### src/rigid_body_euler_step_assert.svh
// Assertion macros shared by the rigid body step RTL.
`ifndef RIGID_BODY_EULER_STEP_ASSERT_SVH
`define RIGID_BODY_EULER_STEP_ASSERT_SVH

// The consequent must hold in the same cycle as the antecedent.
`define RBES_ASSERT_NOW(label, clk, rst_n, ante, cons, msg) \
  label: assert property (@(posedge clk) disable iff (!rst_n) (ante) |-> (cons)) \
    else $error(msg);

// The consequent must hold in the cycle after the antecedent.
`define RBES_ASSERT_NEXT(label, clk, rst_n, ante, cons, msg) \
  label: assert property (@(posedge clk) disable iff (!rst_n) (ante) |=> (cons)) \
    else $error(msg);

`endif

### src/rbes_pkg.sv
// Types, constants and arithmetic helpers of the rigid body step block.
package rbes_pkg;

  localparam int FRAC_BITS = 16;
  localparam int DATA_W    = 32;
  localparam int STEP_W    = 16;
  localparam int STEP_FRAC = 16;
  localparam int MASS_W    = 31;
  localparam int FRIC_W    = 17;
  localparam int CFG_IDX_W = 3;
  localparam int CFG_DATA_W = 32;

  localparam int MUL_K_W  = (FRAC_BITS > FRIC_W) ? FRAC_BITS : FRIC_W;
  localparam int PROD_W   = DATA_W + MUL_K_W;
  localparam int NUM_W    = DATA_W + FRAC_BITS;
  localparam int ONE_W    = DATA_W + 1;
  localparam int SQ_W     = 2 * FRAC_BITS;
  localparam int SUM_W    = SQ_W + 2;

  localparam int DIV_RADIX_BITS = 2;
  localparam int DIV_STEPS      = DATA_W / DIV_RADIX_BITS;
  localparam int DIV_CNT_W      = $clog2(DIV_STEPS);

  localparam logic signed [DATA_W-1:0] DATA_MAX = {1'b0, {(DATA_W-1){1'b1}}};
  localparam logic signed [DATA_W-1:0] DATA_MIN = {1'b1, {(DATA_W-1){1'b0}}};
  localparam logic signed [PROD_W-1:0] SAT_MAX_P = PROD_W'(DATA_MAX);
  localparam logic signed [PROD_W-1:0] SAT_MIN_P = PROD_W'(DATA_MIN);
  localparam logic signed [PROD_W-1:0] ROUND_HALF = PROD_W'(1) << (STEP_FRAC - 1);

  localparam logic [ONE_W-1:0] ONE_ABS = ONE_W'(1) << FRAC_BITS;

  localparam longint GRAVITY_FIX = ((longint'(49) << FRAC_BITS) + 2) / 5;
  localparam logic signed [DATA_W-1:0] NEG_GRAVITY = DATA_W'(-GRAVITY_FIX);

  localparam longint SNAP_LIMIT_L = ((longint'(1) << (2 * FRAC_BITS)) + 999) / 1000;
  localparam logic [SUM_W-1:0] SNAP_LIMIT = SUM_W'(SNAP_LIMIT_L);

  localparam logic [STEP_W-1:0] RST_STEP_TIME = STEP_W'(1092);
  localparam logic [MASS_W-1:0] RST_BODY_MASS = MASS_W'(1) << FRAC_BITS;
  localparam logic              RST_GRAVITY   = 1'b1;
  localparam logic [FRIC_W-1:0] RST_FRICTION  = FRIC_W'(63570);

  typedef enum logic [CFG_IDX_W-1:0] {
    CFG_STEP_TIME  = 3'd0,
    CFG_BODY_MASS  = 3'd1,
    CFG_GRAVITY_ON = 3'd2,
    CFG_FRICTION   = 3'd3
  } cfg_idx_e;

  typedef enum logic [3:0] {
    LANE_IDLE,
    LANE_LOAD,
    LANE_DIV,
    LANE_SIGN,
    LANE_GRAV,
    LANE_MUL_ACC,
    LANE_MUL_VEL,
    LANE_MUL_FRIC,
    LANE_MUL_SQ,
    LANE_ROUND,
    LANE_ADD_VEL,
    LANE_ADD_POS,
    LANE_FRIC,
    LANE_CLEAR
  } lane_op_e;

  typedef struct packed {
    lane_op_e op;
    logic     sub_grav;
    logic     hit;
  } lane_ctrl_t;

  typedef struct packed {
    logic [STEP_W-1:0] step_time;
    logic [MASS_W-1:0] body_mass;
    logic [FRIC_W-1:0] friction;
  } cfg_t;

  typedef struct packed {
    logic            is_small;
    logic [SQ_W-1:0] sq;
  } lane_stat_t;

  function automatic logic signed [DATA_W-1:0] sat_add(
    input logic signed [DATA_W-1:0] a,
    input logic signed [DATA_W-1:0] b
  );
    logic [DATA_W:0] s;
    s = {a[DATA_W-1], a} + {b[DATA_W-1], b};
    if (s[DATA_W] != s[DATA_W-1]) begin
      return s[DATA_W] ? DATA_MIN : DATA_MAX;
    end
    return s[DATA_W-1:0];
  endfunction

  function automatic logic signed [DATA_W-1:0] round_sat(
    input logic signed [PROD_W-1:0] p
  );
    logic signed [PROD_W-1:0] t;
    t = (p + ROUND_HALF) >>> STEP_FRAC;
    if (t > SAT_MAX_P) begin
      return DATA_MAX;
    end else if (t < SAT_MIN_P) begin
      return DATA_MIN;
    end
    return t[DATA_W-1:0];
  endfunction

  function automatic logic [MASS_W:0] div_step(
    input logic [MASS_W-1:0] rem,
    input logic              bit_in,
    input logic [MASS_W-1:0] mass
  );
    logic [MASS_W:0] t;
    logic [MASS_W:0] diff;
    t    = {rem, bit_in};
    diff = t - {1'b0, mass};
    if (t >= {1'b0, mass}) begin
      return {1'b1, diff[MASS_W-1:0]};
    end
    return {1'b0, t[MASS_W-1:0]};
  endfunction

endpackage

### src/rbes_merge.sv
// Merging stage: sums the squared lane speeds and decides the rest snap.
module rbes_merge (
  input  logic                 clk_i,
  input  logic                 rst_ni,
  input  logic                 en_i,
  input  rbes_pkg::lane_stat_t stat_x_i,
  input  rbes_pkg::lane_stat_t stat_y_i,
  input  rbes_pkg::lane_stat_t stat_z_i,
  output logic                 snap_o
);

  logic [rbes_pkg::SUM_W-1:0] sum;
  logic                       snap_q;

  assign sum = rbes_pkg::SUM_W'(stat_x_i.sq) + rbes_pkg::SUM_W'(stat_y_i.sq)
             + rbes_pkg::SUM_W'(stat_z_i.sq);

  always_ff @(posedge clk_i or negedge rst_ni) begin
    if (!rst_ni) begin
      snap_q <= 1'b0;
    end else if (en_i) begin
      snap_q <= stat_x_i.is_small && stat_y_i.is_small && stat_z_i.is_small
                && (sum < rbes_pkg::SNAP_LIMIT);
    end
  end

  assign snap_o = snap_q;

endmodule

### config.mk
export PLATFORM = sky130hd
export DESIGN_NAME = rbes_merge
export DESIGN_NICKNAME = d
export VERILOG_FILES = /design/src/rigid_body_euler_step_assert.svh /design/src/rbes_pkg.sv /design/src/rbes_merge.sv
export SDC_FILE = /design/constraint.sdc
export NUM_CORES = 1
export LEC_CHECK = 0
export ABC_AREA = 0
export BUFFER_PORTS_ARGS = -buffer_cell sky130_fd_sc_hd__clkbuf_2
export CAP_MARGIN = 20
export CORE_UTILIZATION = 44
export CTS_BUF_LIST = sky130_fd_sc_hd__clkbuf_16
export CTS_CLUSTER_SIZE = 10
export DETAILED_ROUTE_END_ITERATION = 12
export PLACE_DENSITY = 0.83
export SLEW_MARGIN = 10
export SYNTH_ARGS = -nofsm -noshare
export SYNTH_HDL_FRONTEND = slang
export SYNTH_SLANG_ARGS = --single-unit
### constraint.sdc
create_clock -name clk_i -period 0.8 [get_ports clk_i]
set_input_delay 0.16 -clock clk_i [delete_from_list [all_inputs] [get_ports clk_i]]
set_output_delay 0.16 -clock clk_i [all_outputs]
set_load 0.005 [all_outputs]
==> run_results.csv <==
group,metric,value,unit
sta,final.setup_skew,0,ns
final_layout,final_util,73.0,%
logic_synthesis,ys_ff_latch,1,
sta,relSlewSlack,75.6,%
power_and_ir_drop,p_switching,2.25,mW
sta,whs,0.490,ns
sta,final_max_slew_viol_count,0,
final_layout,largest_register_ffs,1,
placed_design,dp_hpwl,5.63,mm
power_and_ir_drop,clkPwrFrac,0,%
route,drt-initial-drc-count,82,
floorplan,fp.dieH,72.6,um
logic_synthesis,yosysTopAreaCell,"fa_1",
floorplan,num_rows,25,
logic_synthesis,synthFlopType,"dfrtp_1",
final_layout,syn_to_final_growth,58.2,%
final_layout,fillers,387,
cts,clk_pin_slew_worst_paths,0,ns
floorplan,start_util,46.1,%
floorplan,dieArea,0.00527,sq mm
global_routing,antenna_found_initial,0,
route,vias,2580,
route,vias_per_cell,5.29,
setup_path,startpoint_type,"input port",
final_layout,finish.net_count,587,
power_and_ir_drop,power.density,1400,mW/mm^2
global_routing,grt_util_all_layers,24.7,%
run_status,status,"complete, but fails checks",
power_and_ir_drop,p_sw_share,46.3,%
power_and_ir_drop,p_comb_share,98.9,%
placed_design,place.port_buffers,102,
floorplan,io_pins,103,
global_routing,grt_pass1_vias,2796,
power_and_ir_drop,irDropWorstVdd,0.000624,V
power_and_ir_drop,internal_power,2.61,mW
run_status,violations,"negative setup slack",
logic_synthesis,synth.avg_cell_area,8.92,sq um
job,drv_cap,0,
route,drt_wl_total,6.03,mm
setup_path,worstSetupEndpointType,"flop",
sta,fmax,315,MHz
logic_synthesis,synth_edf_count,0,
route,drtPass1Iterations,4,
sta,setup_viol,1,
global_routing,grt_pass1_wl,10.7,mm
setup_path,criticalPathCategory,"in2reg",
logic_synthesis,synth.top_cell.area_share,28.3,%
cts,postCtsSetupRepairBufs,0,
logic_synthesis,synthTopCellsByArea,"fa_1 (28%), ha_1 (18%), a21oi_1 (5.9%), xor2_1 (4.8%), xnor2_1 (4.4%)",
route,drc,0,
logic_synthesis,netlist_area,0.00219,sq mm
sta,rsz0062_at_grt,"yes",
min_path,hold_class,"in2reg",
sta,period_minus_slack,3.18,ns
sta,final.setup.worst_slack,-2.38,ns
final_layout,drive_gt1_share,47.0,%
route,detail-route-antenna-nets,0,
placed_design,place.gp.congestion,0.847,
sta,worstMarginPinSlew,0.363,ns
cts,clock_latency,0,ns
sta,setup_tns,-2.38,ns
route,post_drt_wl_per_cell,12.4,um
min_path,hold_depth,3,
setup_path,worstPathRequired,0.72,ns
setup_path,crit_fanout,5,
power_and_ir_drop,p_leak,1.76,nW
logic_synthesis,async_reset_ff_share,100,%
sta,hold_violations,0,
setup_path,reg2regPathDepth,2,
floorplan,die_x,72.6,um
logic_synthesis,seq_area_frac_synth,1.14,%
global_routing,grt.overflow.total,0,
logic_synthesis,netlist_instances,246,
global_routing,grt_max_degree,7,
power_and_ir_drop,seq_power_share,1.1,%
power_and_ir_drop,finalPower,4.86,mW
final_layout,antenna_cells,0,
logic_synthesis,ys_types,51,
setup_path,arrival,3.09,ns
floorplan,core,0.00475,sq mm
logic_synthesis,synth_fp_nets,410,
logic_synthesis,yosys_warnings,0,
sta,period_share,397,%
## area by class of cell
class	count	area (sq um)	area share, %
Inverter	12	45.0	1.30
Multi-Input combinational cell	229	2220	64.1
Sequential cell	1	25.0	0.721
Tap cell	67	83.8	2.42
Timing Repair Buffer	179	1090	31.4
## cells in the mapped netlist (3+ instances only)
master     n
fa_1      31
ha_1      31
a21oi_1   26
nand2_1   15
inv_1     12
nor2_1    12
xor2_1    12
xnor2_1   11
a21o_1     9
o21ai_0    7
o21a_1     6
a31oi_1    5
nand3_1    5
nand4_1    5
nor3_1     5
o21ai_1    4
nand2b_1   3
nor2b_1    3
o211ai_1   3
o21bai_1   3
## layer usage
layer / vias to the layer above / global-route usage, % / routed length, um
met1: 1200 / 27.3 / 2350
met3: 17 / 1.24 / 338
met5: - / 0 / 0
met2: 102 / 50.3 / 3210
met4: 0 / 6.75 / 139
li1: 1261 / - / -
## critical path, cell delays in order
cell and delay (ns):
clkbuf_2 0.09, fa_1 0.58, ha_4 0.21, a21o_1 0.19, a221oi_4 0.39, a211o_2 0.23, nor2b_4 0.16, xnor2_1 0.12
nand2_1 0.06, o311a_1 0.36, o41ai_2 0.25, nand4_1 0.17, o22ai_2 0.11
## final timing paths
path / from / endpoint / slack, ns
setup / recovery: stat_x_i[3] / snap_o / -2.38
hold / removal: en_i / snap_o / 0.49
setup reg to reg: snap_o / snap_o / 0.18
hold reg to reg: snap_o / snap_o / 0.55
max in group asynchronous: rst_ni / snap_o / 0.21
min in group asynchronous: rst_ni / snap_o / 0.50
## power by group through the flow
stage	logic [mW]	clock network (mW)	registers (mW)
6_report	4.81	0	0.0515
4_1_cts	4.80	0	0.0515
3_5_place_dp	4.76	0	0.0515
5_1_grt	5.32	0	0.0515
3_3_place_gp	4.55	0	0.0515
2_1_floorplan	2.87	0	0.0516
## cells in the final DEF (no fill, tap or decap), types with 4 or more instances in the layout
cell        n
o21ai_0     7
a21o_1      9
a31oi_1     5
xor2_1     12
nor3_1      5
nand2_1    15
clkbuf_2  102
nor2_1     12
buf_4      76
nand3_1     5
ha_1       28
a21oi_1    23
xnor2_1    11
fa_1       31
a21oi_2     4
nand4_1     5
o21a_1      6
inv_1      12
## logic make-up (layout without fill, tap and decap cells)
group,Yosys count,in the layout,share of synthesized area [%]
AOI/OAI and AO/OA,84,84,26.2
xor gates and xnor gates,23,23,9.18
adders and majority gates,62,62,46.0
buffers and inverters,16,191,3.14
DFF,1,1,1.14
muxes,2,2,0.913
and+or+nand+nor,58,58,13.5
## timing repair
item	CTS	global route
setup endpoints to repair	1	1
hold buffers	1	0
gates cloned	0	0
gates resized for setup	1	0
endpoints found under the hold margin	1	0
## stage by stage
stage | cell area [sq um] | setup WS (ns) | cells
after detailed placement | 3460 | -2.40 | 487
final | 3470 | -2.38 | 488
after global routing | 3470 | -2.54 | 488
after global placement | 3460 | -2.28 | 487
after CTS | 3470 | -2.39 | 488
after floorplan | 2310 | -2.04 | 246
(Power assumes the default switching activity.)
