File: src/rigid_body_euler_step_assert.svh
// Assertion macros shared by the rigid body step RTL.
`ifndef RIGID_BODY_EULER_STEP_ASSERT_SVH
`define RIGID_BODY_EULER_STEP_ASSERT_SVH

// The consequent must hold in the same cycle as the antecedent.
`define RBES_ASSERT_NOW(label, clk, rst_n, ante, cons, msg) \
  label: assert property (@(posedge clk) disable iff (!rst_n) (ante) |-> (cons)) \
    else $error(msg);

// The consequent must hold in the cycle after the antecedent.
`define RBES_ASSERT_NEXT(label, clk, rst_n, ante, cons, msg) \
  label: assert property (@(posedge clk) disable iff (!rst_n) (ante) |=> (cons)) \
    else $error(msg);

`endif

File: src/rbes_pkg.sv
// Types, constants and arithmetic helpers of the rigid body step block.
package rbes_pkg;

  localparam int FRAC_BITS = 16;
  localparam int DATA_W    = 32;
  localparam int STEP_W    = 16;
  localparam int STEP_FRAC = 16;
  localparam int MASS_W    = 31;
  localparam int FRIC_W    = 17;
  localparam int CFG_IDX_W = 3;
  localparam int CFG_DATA_W = 32;

  localparam int MUL_K_W  = (FRAC_BITS > FRIC_W) ? FRAC_BITS : FRIC_W;
  localparam int PROD_W   = DATA_W + MUL_K_W;
  localparam int NUM_W    = DATA_W + FRAC_BITS;
  localparam int ONE_W    = DATA_W + 1;
  localparam int SQ_W     = 2 * FRAC_BITS;
  localparam int SUM_W    = SQ_W + 2;

  localparam int DIV_RADIX_BITS = 2;
  localparam int DIV_STEPS      = DATA_W / DIV_RADIX_BITS;
  localparam int DIV_CNT_W      = $clog2(DIV_STEPS);

  localparam logic signed [DATA_W-1:0] DATA_MAX = {1'b0, {(DATA_W-1){1'b1}}};
  localparam logic signed [DATA_W-1:0] DATA_MIN = {1'b1, {(DATA_W-1){1'b0}}};
  localparam logic signed [PROD_W-1:0] SAT_MAX_P = PROD_W'(DATA_MAX);
  localparam logic signed [PROD_W-1:0] SAT_MIN_P = PROD_W'(DATA_MIN);
  localparam logic signed [PROD_W-1:0] ROUND_HALF = PROD_W'(1) << (STEP_FRAC - 1);

  localparam logic [ONE_W-1:0] ONE_ABS = ONE_W'(1) << FRAC_BITS;

  localparam longint GRAVITY_FIX = ((longint'(49) << FRAC_BITS) + 2) / 5;
  localparam logic signed [DATA_W-1:0] NEG_GRAVITY = DATA_W'(-GRAVITY_FIX);

  localparam longint SNAP_LIMIT_L = ((longint'(1) << (2 * FRAC_BITS)) + 999) / 1000;
  localparam logic [SUM_W-1:0] SNAP_LIMIT = SUM_W'(SNAP_LIMIT_L);

  localparam logic [STEP_W-1:0] RST_STEP_TIME = STEP_W'(1092);
  localparam logic [MASS_W-1:0] RST_BODY_MASS = MASS_W'(1) << FRAC_BITS;
  localparam logic              RST_GRAVITY   = 1'b1;
  localparam logic [FRIC_W-1:0] RST_FRICTION  = FRIC_W'(63570);

  typedef enum logic [CFG_IDX_W-1:0] {
    CFG_STEP_TIME  = 3'd0,
    CFG_BODY_MASS  = 3'd1,
    CFG_GRAVITY_ON = 3'd2,
    CFG_FRICTION   = 3'd3
  } cfg_idx_e;

  typedef enum logic [3:0] {
    LANE_IDLE,
    LANE_LOAD,
    LANE_DIV,
    LANE_SIGN,
    LANE_GRAV,
    LANE_MUL_ACC,
    LANE_MUL_VEL,
    LANE_MUL_FRIC,
    LANE_MUL_SQ,
    LANE_ROUND,
    LANE_ADD_VEL,
    LANE_ADD_POS,
    LANE_FRIC,
    LANE_CLEAR
  } lane_op_e;

  typedef struct packed {
    lane_op_e op;
    logic     sub_grav;
    logic     hit;
  } lane_ctrl_t;

  typedef struct packed {
    logic [STEP_W-1:0] step_time;
    logic [MASS_W-1:0] body_mass;
    logic [FRIC_W-1:0] friction;
  } cfg_t;

  typedef struct packed {
    logic            is_small;
    logic [SQ_W-1:0] sq;
  } lane_stat_t;

  function automatic logic signed [DATA_W-1:0] sat_add(
    input logic signed [DATA_W-1:0] a,
    input logic signed [DATA_W-1:0] b
  );
    logic [DATA_W:0] s;
    s = {a[DATA_W-1], a} + {b[DATA_W-1], b};
    if (s[DATA_W] != s[DATA_W-1]) begin
      return s[DATA_W] ? DATA_MIN : DATA_MAX;
    end
    return s[DATA_W-1:0];
  endfunction

  function automatic logic signed [DATA_W-1:0] round_sat(
    input logic signed [PROD_W-1:0] p
  );
    logic signed [PROD_W-1:0] t;
    t = (p + ROUND_HALF) >>> STEP_FRAC;
    if (t > SAT_MAX_P) begin
      return DATA_MAX;
    end else if (t < SAT_MIN_P) begin
      return DATA_MIN;
    end
    return t[DATA_W-1:0];
  endfunction

  function automatic logic [MASS_W:0] div_step(
    input logic [MASS_W-1:0] rem,
    input logic              bit_in,
    input logic [MASS_W-1:0] mass
  );
    logic [MASS_W:0] t;
    logic [MASS_W:0] diff;
    t    = {rem, bit_in};
    diff = t - {1'b0, mass};
    if (t >= {1'b0, mass}) begin
      return {1'b1, diff[MASS_W-1:0]};
    end
    return {1'b0, t[MASS_W-1:0]};
  endfunction

endpackage

File: src/rbes_lane.sv
// One axis lane: force divider, shared multiplier and velocity and position update.
module rbes_lane (
  input  logic                                  clk_i,
  input  logic                                  rst_ni,
  input  rbes_pkg::lane_ctrl_t                  ctrl_i,
  input  rbes_pkg::cfg_t                        cfg_i,
  input  logic signed [rbes_pkg::DATA_W-1:0]    force_i,
  input  logic signed [rbes_pkg::DATA_W-1:0]    pos_i,
  input  logic signed [rbes_pkg::DATA_W-1:0]    floor_i,
  output rbes_pkg::lane_stat_t                  stat_o,
  output logic signed [rbes_pkg::DATA_W-1:0]    pos_o,
  output logic signed [rbes_pkg::DATA_W-1:0]    vel_o
);

  logic [rbes_pkg::MASS_W-1:0]           rem_q;
  logic [rbes_pkg::DATA_W-1:0]           quo_q;
  logic                                  ovf_q;
  logic                                  neg_q;
  logic                                  zero_q;
  logic signed [rbes_pkg::DATA_W-1:0]    acc_q;
  logic signed [rbes_pkg::PROD_W-1:0]    prod_q;
  logic signed [rbes_pkg::DATA_W-1:0]    term_q;
  logic signed [rbes_pkg::DATA_W-1:0]    pos_q;
  logic signed [rbes_pkg::DATA_W-1:0]    vel_q;
  logic [rbes_pkg::FRAC_BITS-1:0]        mag_q;
  logic                                  small_q;

  logic [rbes_pkg::DATA_W-1:0]           abs_f;
  logic [rbes_pkg::NUM_W-1:0]            num;
  logic [rbes_pkg::MASS_W-1:0]           rem_init;
  logic [rbes_pkg::MASS_W:0]             step1;
  logic [rbes_pkg::MASS_W:0]             step2;
  logic signed [rbes_pkg::DATA_W-1:0]    quo_signed;
  logic signed [rbes_pkg::DATA_W-1:0]    a_sel;
  logic [rbes_pkg::MUL_K_W-1:0]          k_sel;
  logic signed [rbes_pkg::PROD_W:0]      mul_full;
  logic [rbes_pkg::ONE_W-1:0]            v_ext;
  logic [rbes_pkg::ONE_W-1:0]            abs_v;

  always_comb begin
    abs_f    = force_i[rbes_pkg::DATA_W-1] ? -force_i : force_i;
    num      = {abs_f, {rbes_pkg::FRAC_BITS{1'b0}}};
    rem_init = rbes_pkg::MASS_W'(num[rbes_pkg::NUM_W-1:rbes_pkg::DATA_W]);

    step1 = rbes_pkg::div_step(rem_q, quo_q[rbes_pkg::DATA_W-1], cfg_i.body_mass);
    step2 = rbes_pkg::div_step(step1[rbes_pkg::MASS_W-1:0], quo_q[rbes_pkg::DATA_W-2],
                               cfg_i.body_mass);

    if (zero_q) begin
      quo_signed = '0;
    end else if (ovf_q || quo_q[rbes_pkg::DATA_W-1]) begin
      quo_signed = neg_q ? rbes_pkg::DATA_MIN : rbes_pkg::DATA_MAX;
    end else begin
      quo_signed = neg_q ? -quo_q : quo_q;
    end

    case (ctrl_i.op)
      rbes_pkg::LANE_MUL_ACC: begin
        a_sel = acc_q;
        k_sel = rbes_pkg::MUL_K_W'(cfg_i.step_time);
      end
      rbes_pkg::LANE_MUL_VEL: begin
        a_sel = vel_q;
        k_sel = rbes_pkg::MUL_K_W'(cfg_i.step_time);
      end
      rbes_pkg::LANE_MUL_FRIC: begin
        a_sel = vel_q;
        k_sel = rbes_pkg::MUL_K_W'(cfg_i.friction);
      end
      rbes_pkg::LANE_MUL_SQ: begin
        a_sel = $signed(rbes_pkg::DATA_W'(mag_q));
        k_sel = rbes_pkg::MUL_K_W'(mag_q);
      end
      default: begin
        a_sel = '0;
        k_sel = '0;
      end
    endcase
    mul_full = a_sel * $signed({1'b0, k_sel});

    v_ext = {term_q[rbes_pkg::DATA_W-1], term_q};
    abs_v = v_ext[rbes_pkg::DATA_W] ? (~v_ext + 1'b1) : v_ext;
  end

  always_ff @(posedge clk_i) begin
    case (ctrl_i.op)
      rbes_pkg::LANE_LOAD: begin
        rem_q  <= rem_init;
        quo_q  <= num[rbes_pkg::DATA_W-1:0];
        ovf_q  <= (rem_init >= cfg_i.body_mass);
        neg_q  <= force_i[rbes_pkg::DATA_W-1];
        zero_q <= (force_i == '0);
        pos_q  <= pos_i;
      end
      rbes_pkg::LANE_DIV: begin
        rem_q <= step2[rbes_pkg::MASS_W-1:0];
        quo_q <= {quo_q[rbes_pkg::DATA_W-3:0], step1[rbes_pkg::MASS_W],
                  step2[rbes_pkg::MASS_W]};
      end
      rbes_pkg::LANE_SIGN: begin
        acc_q <= quo_signed;
      end
      rbes_pkg::LANE_GRAV: begin
        if (ctrl_i.sub_grav) begin
          acc_q <= rbes_pkg::sat_add(acc_q, rbes_pkg::NEG_GRAVITY);
        end
      end
      rbes_pkg::LANE_MUL_ACC, rbes_pkg::LANE_MUL_VEL,
      rbes_pkg::LANE_MUL_FRIC, rbes_pkg::LANE_MUL_SQ: begin
        prod_q <= mul_full[rbes_pkg::PROD_W-1:0];
      end
      rbes_pkg::LANE_ROUND: begin
        term_q <= rbes_pkg::round_sat(prod_q);
      end
      rbes_pkg::LANE_ADD_VEL: begin
        if (ctrl_i.hit) begin
          pos_q <= floor_i;
        end
      end
      rbes_pkg::LANE_ADD_POS: begin
        pos_q <= rbes_pkg::sat_add(pos_q, term_q);
      end
      rbes_pkg::LANE_FRIC: begin
        mag_q   <= abs_v[rbes_pkg::FRAC_BITS-1:0];
        small_q <= (abs_v < rbes_pkg::ONE_ABS);
      end
      default: begin
      end
    endcase
  end

  always_ff @(posedge clk_i or negedge rst_ni) begin
    if (!rst_ni) begin
      vel_q <= '0;
    end else begin
      case (ctrl_i.op)
        rbes_pkg::LANE_ADD_VEL: begin
          vel_q <= ctrl_i.hit ? '0 : rbes_pkg::sat_add(vel_q, term_q);
        end
        rbes_pkg::LANE_FRIC: begin
          vel_q <= term_q;
        end
        rbes_pkg::LANE_CLEAR: begin
          vel_q <= '0;
        end
        default: begin
        end
      endcase
    end
  end

  assign stat_o = '{is_small: small_q, sq: prod_q[rbes_pkg::SQ_W-1:0]};
  assign pos_o  = pos_q;
  assign vel_o  = vel_q;

endmodule

File: config.mk
export PLATFORM = sky130hd
export DESIGN_NAME = rbes_lane
export DESIGN_NICKNAME = d
export VERILOG_FILES = /design/src/rigid_body_euler_step_assert.svh /design/src/rbes_pkg.sv /design/src/rbes_lane.sv
export SDC_FILE = /design/constraint.sdc
export NUM_CORES = 2
export LEC_CHECK = 0
export BUFFER_PORTS_ARGS = -buffer_cell sky130_fd_sc_hd__buf_2
export CAP_MARGIN = 15
export CORE_UTILIZATION = 55
export CTS_BUF_LIST = sky130_fd_sc_hd__clkbuf_2
export DETAILED_ROUTE_END_ITERATION = 6
export GPL_TIMING_DRIVEN = 0
export PLACE_DENSITY_LB_ADDON = 0.25
export SLEW_MARGIN = 20
export SYNTH_ARGS = -nofsm -noshare
export SYNTH_HDL_FRONTEND = slang
export SYNTH_SLANG_ARGS = --single-unit
File: constraint.sdc
create_clock -name clk_i -period 6.9 [get_ports clk_i]
set_input_delay 0.69 -clock clk_i [delete_from_list [all_inputs] [get_ports clk_i]]
set_output_delay 0.69 -clock clk_i [all_outputs]
set_load 0.01 [all_outputs]
==> flow_summary.yaml <==
worst_setup_path:
  rrSetupSlack_ns: -0.81
  critPathArrivalTime_ns: 8.39
  crit_family: "adder cells"
  crit_required_ns: 7.56
  reg2reg_depth: 22
  crit_slowest_cell: "fa_1"
  worst_path_most_repeated_cell: "fa_1"
  r2r_end: "prod_q[45]"
  crit_path_max_incr_delay_ns: 0.58
  critical_path.endpoint_type: "flop"
  crit_type: "primary input to flop"
  r2r-start: "vel_o[12]"
  startpoint_type: "primary input"
  path_max_fanout: 10
  crit_buf_inv: 8
timing:
  setup_viol: 18
  relSlewSlack_pct: 30.4
  setup_ws_ns: -0.823
  fmax_mhz: 129
  fin_crit_sh_pct: 112
  finalHoldViolations: 0
  period_needed_ns: 7.72
  report.final.slew_viol_count: 0
  rsz0062_at_grt: "yes"
  skew_ns: 0.160
  worstMarginPinSlew_ns: 1.04
clock_network:
  numCtsBuffers: 74
  cts_num_sinks: 260
  cts.clk_slew.worst_paths_ns: 0.10
  clkLatencyLatePin_ns: 1.09
  htree_levels: 3
  cts_root_buf: "clkbuf_2"
  cts_max_path_buffers: 3
  cts_tree: "done"
route:
  drcViolationCount: 5
  vias: 37200
  finalWirelength_mm: 134
  ant_nets: 0
  viasPerCell: 6.04
  drt_iter0_markers: 3721
  routedWlPerCell_um: 21.8
  first_pass_iters: 7
placed_design:
  gp_congestion: 1.02
  hpwlAfterDp_mm: 107
  portBuffers: 263
  dp_slack_ns: -3.78
  dp.cells: 5895
outcome:
  status: "finished, violations left"
  violations: "DRC, setup timing"
final_layout:
  drive_gt1_share_pct: 16.7
  multi_input_area_um2: 30300
  finalNetCount: 6097
  fin_util_pct: 65.0
  seqCellArea_um2: 7670
  fin_cells: 6152
  fillers: 6028
  syn_to_final_growth_pct: 16.1
pwr:
  cellPowerDensity_nw_per_um2: 146
  total_leakage_power_uw: 0.0213
  peakVddDrop_mv: 0.141
floorplanning:
  die_w_um: 273
  initial_utilization_pct: 56.0
  core_um2: 72000
  die_area_um2: 74400
  die_h_um: 273
  num_rows: 98
  io_pins: 265
synthesis:
  yosysUniqueCellTypes: 85
  ys_top_cells_by_area: "fa_1, edfxtp_1, ha_1, inv_1, nand2_1"
  synth_area_per_cell_um2: 8.64
  synth_ff_type: "edfxtp_1"
  syn_nets: 5618
  syn_area_um2: 40300
  synthCells: 4668
  yosys.area.top_type: "fa_1"
  ys_ff_latch: 260
  yosysWarnings: 0
  async_flop_share_pct: 12.3
  synth_top_area_share_pct: 25.8
  synth_edf_count: 228
  seq_area_frac_synth_pct: 19.0
grt:
  antenna_found_initial: 4
  grt_first_pass_wirelength_mm: 204
  first_global_vias: 36200
  grt_overflow: 0
  grt_max_degree: 35
  grtUsageTotal_pct: 36.0
run:
  drv_cap: 0
hold_path:
  hp-start: "force_i[10]"
  holdCritPathClass: "primary input to flop"
  worstHoldEndpoint: "quo_q[26]"
  holdPathStages: 3
==> how the worst max path moves through the flow <==
stage | slack [ns] | cells after the start | startpoint | endpoint
final | -0.82 | 29 | ctrl_i[3] | prod_q[45]
after global routing | -0.87 | 27 | acc_q[9] | prod_q[45]
after CTS | -0.59 | 24 | acc_q[9] | prod_q[45]
after detailed placement | -3.78 | 27 | ctrl_i[3] | prod_q[47]
after global placement | -4.06 | 28 | ctrl_i[3] | prod_q[47]
after floorplan | -0.85 | 25 | ctrl_i[5] | prod_q[45]
==> repair_timing <==
action / CTS / global route
cloned: 1 / 0
endpoints found under the setup margin: 67 / 54
buffers inserted: 78 / 24
hold buffers: 44 / 0
resized for setup: 282 / 92
hold endpoints to repair: 69 / 0
pin swaps: 85 / 38
==> tightest hold or removal path: stages <==
cell and delay [ns]:
buf_2 0.12, xor2_1 0.08, o21ai_0 0.15
==> area by class of cell <==
cell class	instances	share of cell area, %
timing repair buffer	421	6.21
clock buffer	98	1.05
clock inverter	32	0.414
buffer	221	3.25
tap	950	2.54
inverter	663	5.33
sequential	260	16.4
multi-input combinational	3506	64.8
antenna	1	0.00535
==> metrics by stage <==
stage | hold slack, ns | setup TNS, ns | power (uW) | cell area, um^2
6_report | 0.0864 | -7.53 | 6830 | 46800
2_1_floorplan | 0.394 | -6.53 | 4220 | 40800
4_1_cts | 0.00441 | -3.62 | 6710 | 46400
5_1_grt | 0.0507 | -8.92 | 7220 | 46800
3_5_place_dp | 0.639 | -136.66 | 5260 | 43500
3_3_place_gp | 0.634 | -134.79 | 5210 | 43300
==> synthesized netlist by cell type, drive strengths merged, types with 10 or more instances <==
cell and n:
nor3b 41, o41ai 11, or2 11, ha 262
a22o 18, xor2 100, a21oi 241, and3 33
o31ai 28, o22ai 28, or3 32, o21bai 22
a21o 88, a22oi 68, clkbuf 191, or4 13
nand2b 48, inv 662, o21a 40, a2111oi 12
o211ai 51, edfxtp 228, buf 48, fa 520
nand3 56, o21ai 221, nor2 491, dfrtp 32
nor2b 35, nand2 527, a221o 10, mux2i 33
a211oi 22, nor4 19, and2 37, nand4 31
a31oi 24, xnor2 148, nor3 73
==> flip-flops by register name, summed over array words and instances (netlist names) <==
signal and count:
vel_o 32, term_q 32, prod_q 49, acc_q 32
pos_o 32, mag_q 16, quo_q 32, zero_q 1
small_q 1, rem_q 31, neg_q 1, ovf_q 1
==> power by group <==
group	switching (uW)	leakage, uW	total [uW]	internal, uW
clock	770	0.000506	1240	471
sequential	312	0.00251	2200	1890
combinational	2000	0.0183	3380	1390
==> cell families after synthesis <==
family	after synthesis	synth area share (%)
mux	39	0.987
flops	260	19.0
fa+ha+maj	783	34.0
buf+inv	902	8.72
compound gates	969	15.6
xor+xnor	248	5.39
simple gates	1467	16.4
==> placed cells by master, fill, tap and decap left out, types with 34 or more instances in the layout <==
cell type,n
xor2_1,98
edfxtp_1,228
nand3_1,53
buf_2,269
dlygate4sd3_1,44
a21oi_1,222
xnor2_1,145
o21ai_0,206
o211ai_1,51
nor3b_1,41
nand2_1,513
nand2b_1,45
a21o_1,88
nor2_1,476
nor3_1,67
clkbuf_1,92
fa_1,505
ha_1,242
inv_1,647
a22oi_1,42
nor2b_1,34
buf_4,118
o21a_1,40
clkbuf_2,122
==> per-layer routing <==
layer | vias to the layer above | global-route usage (%) | share of wire, %
met3 | 427 | 8.50 | 11
met4 | 2 | 16.8 | 5.3
met5 | - | 0 | 0.0052
li1 | 16600 | - | -
met1 | 18100 | 47.8 | 39
met2 | 2063 | 55.7 | 44
Power figures use the tool's default switching activity.
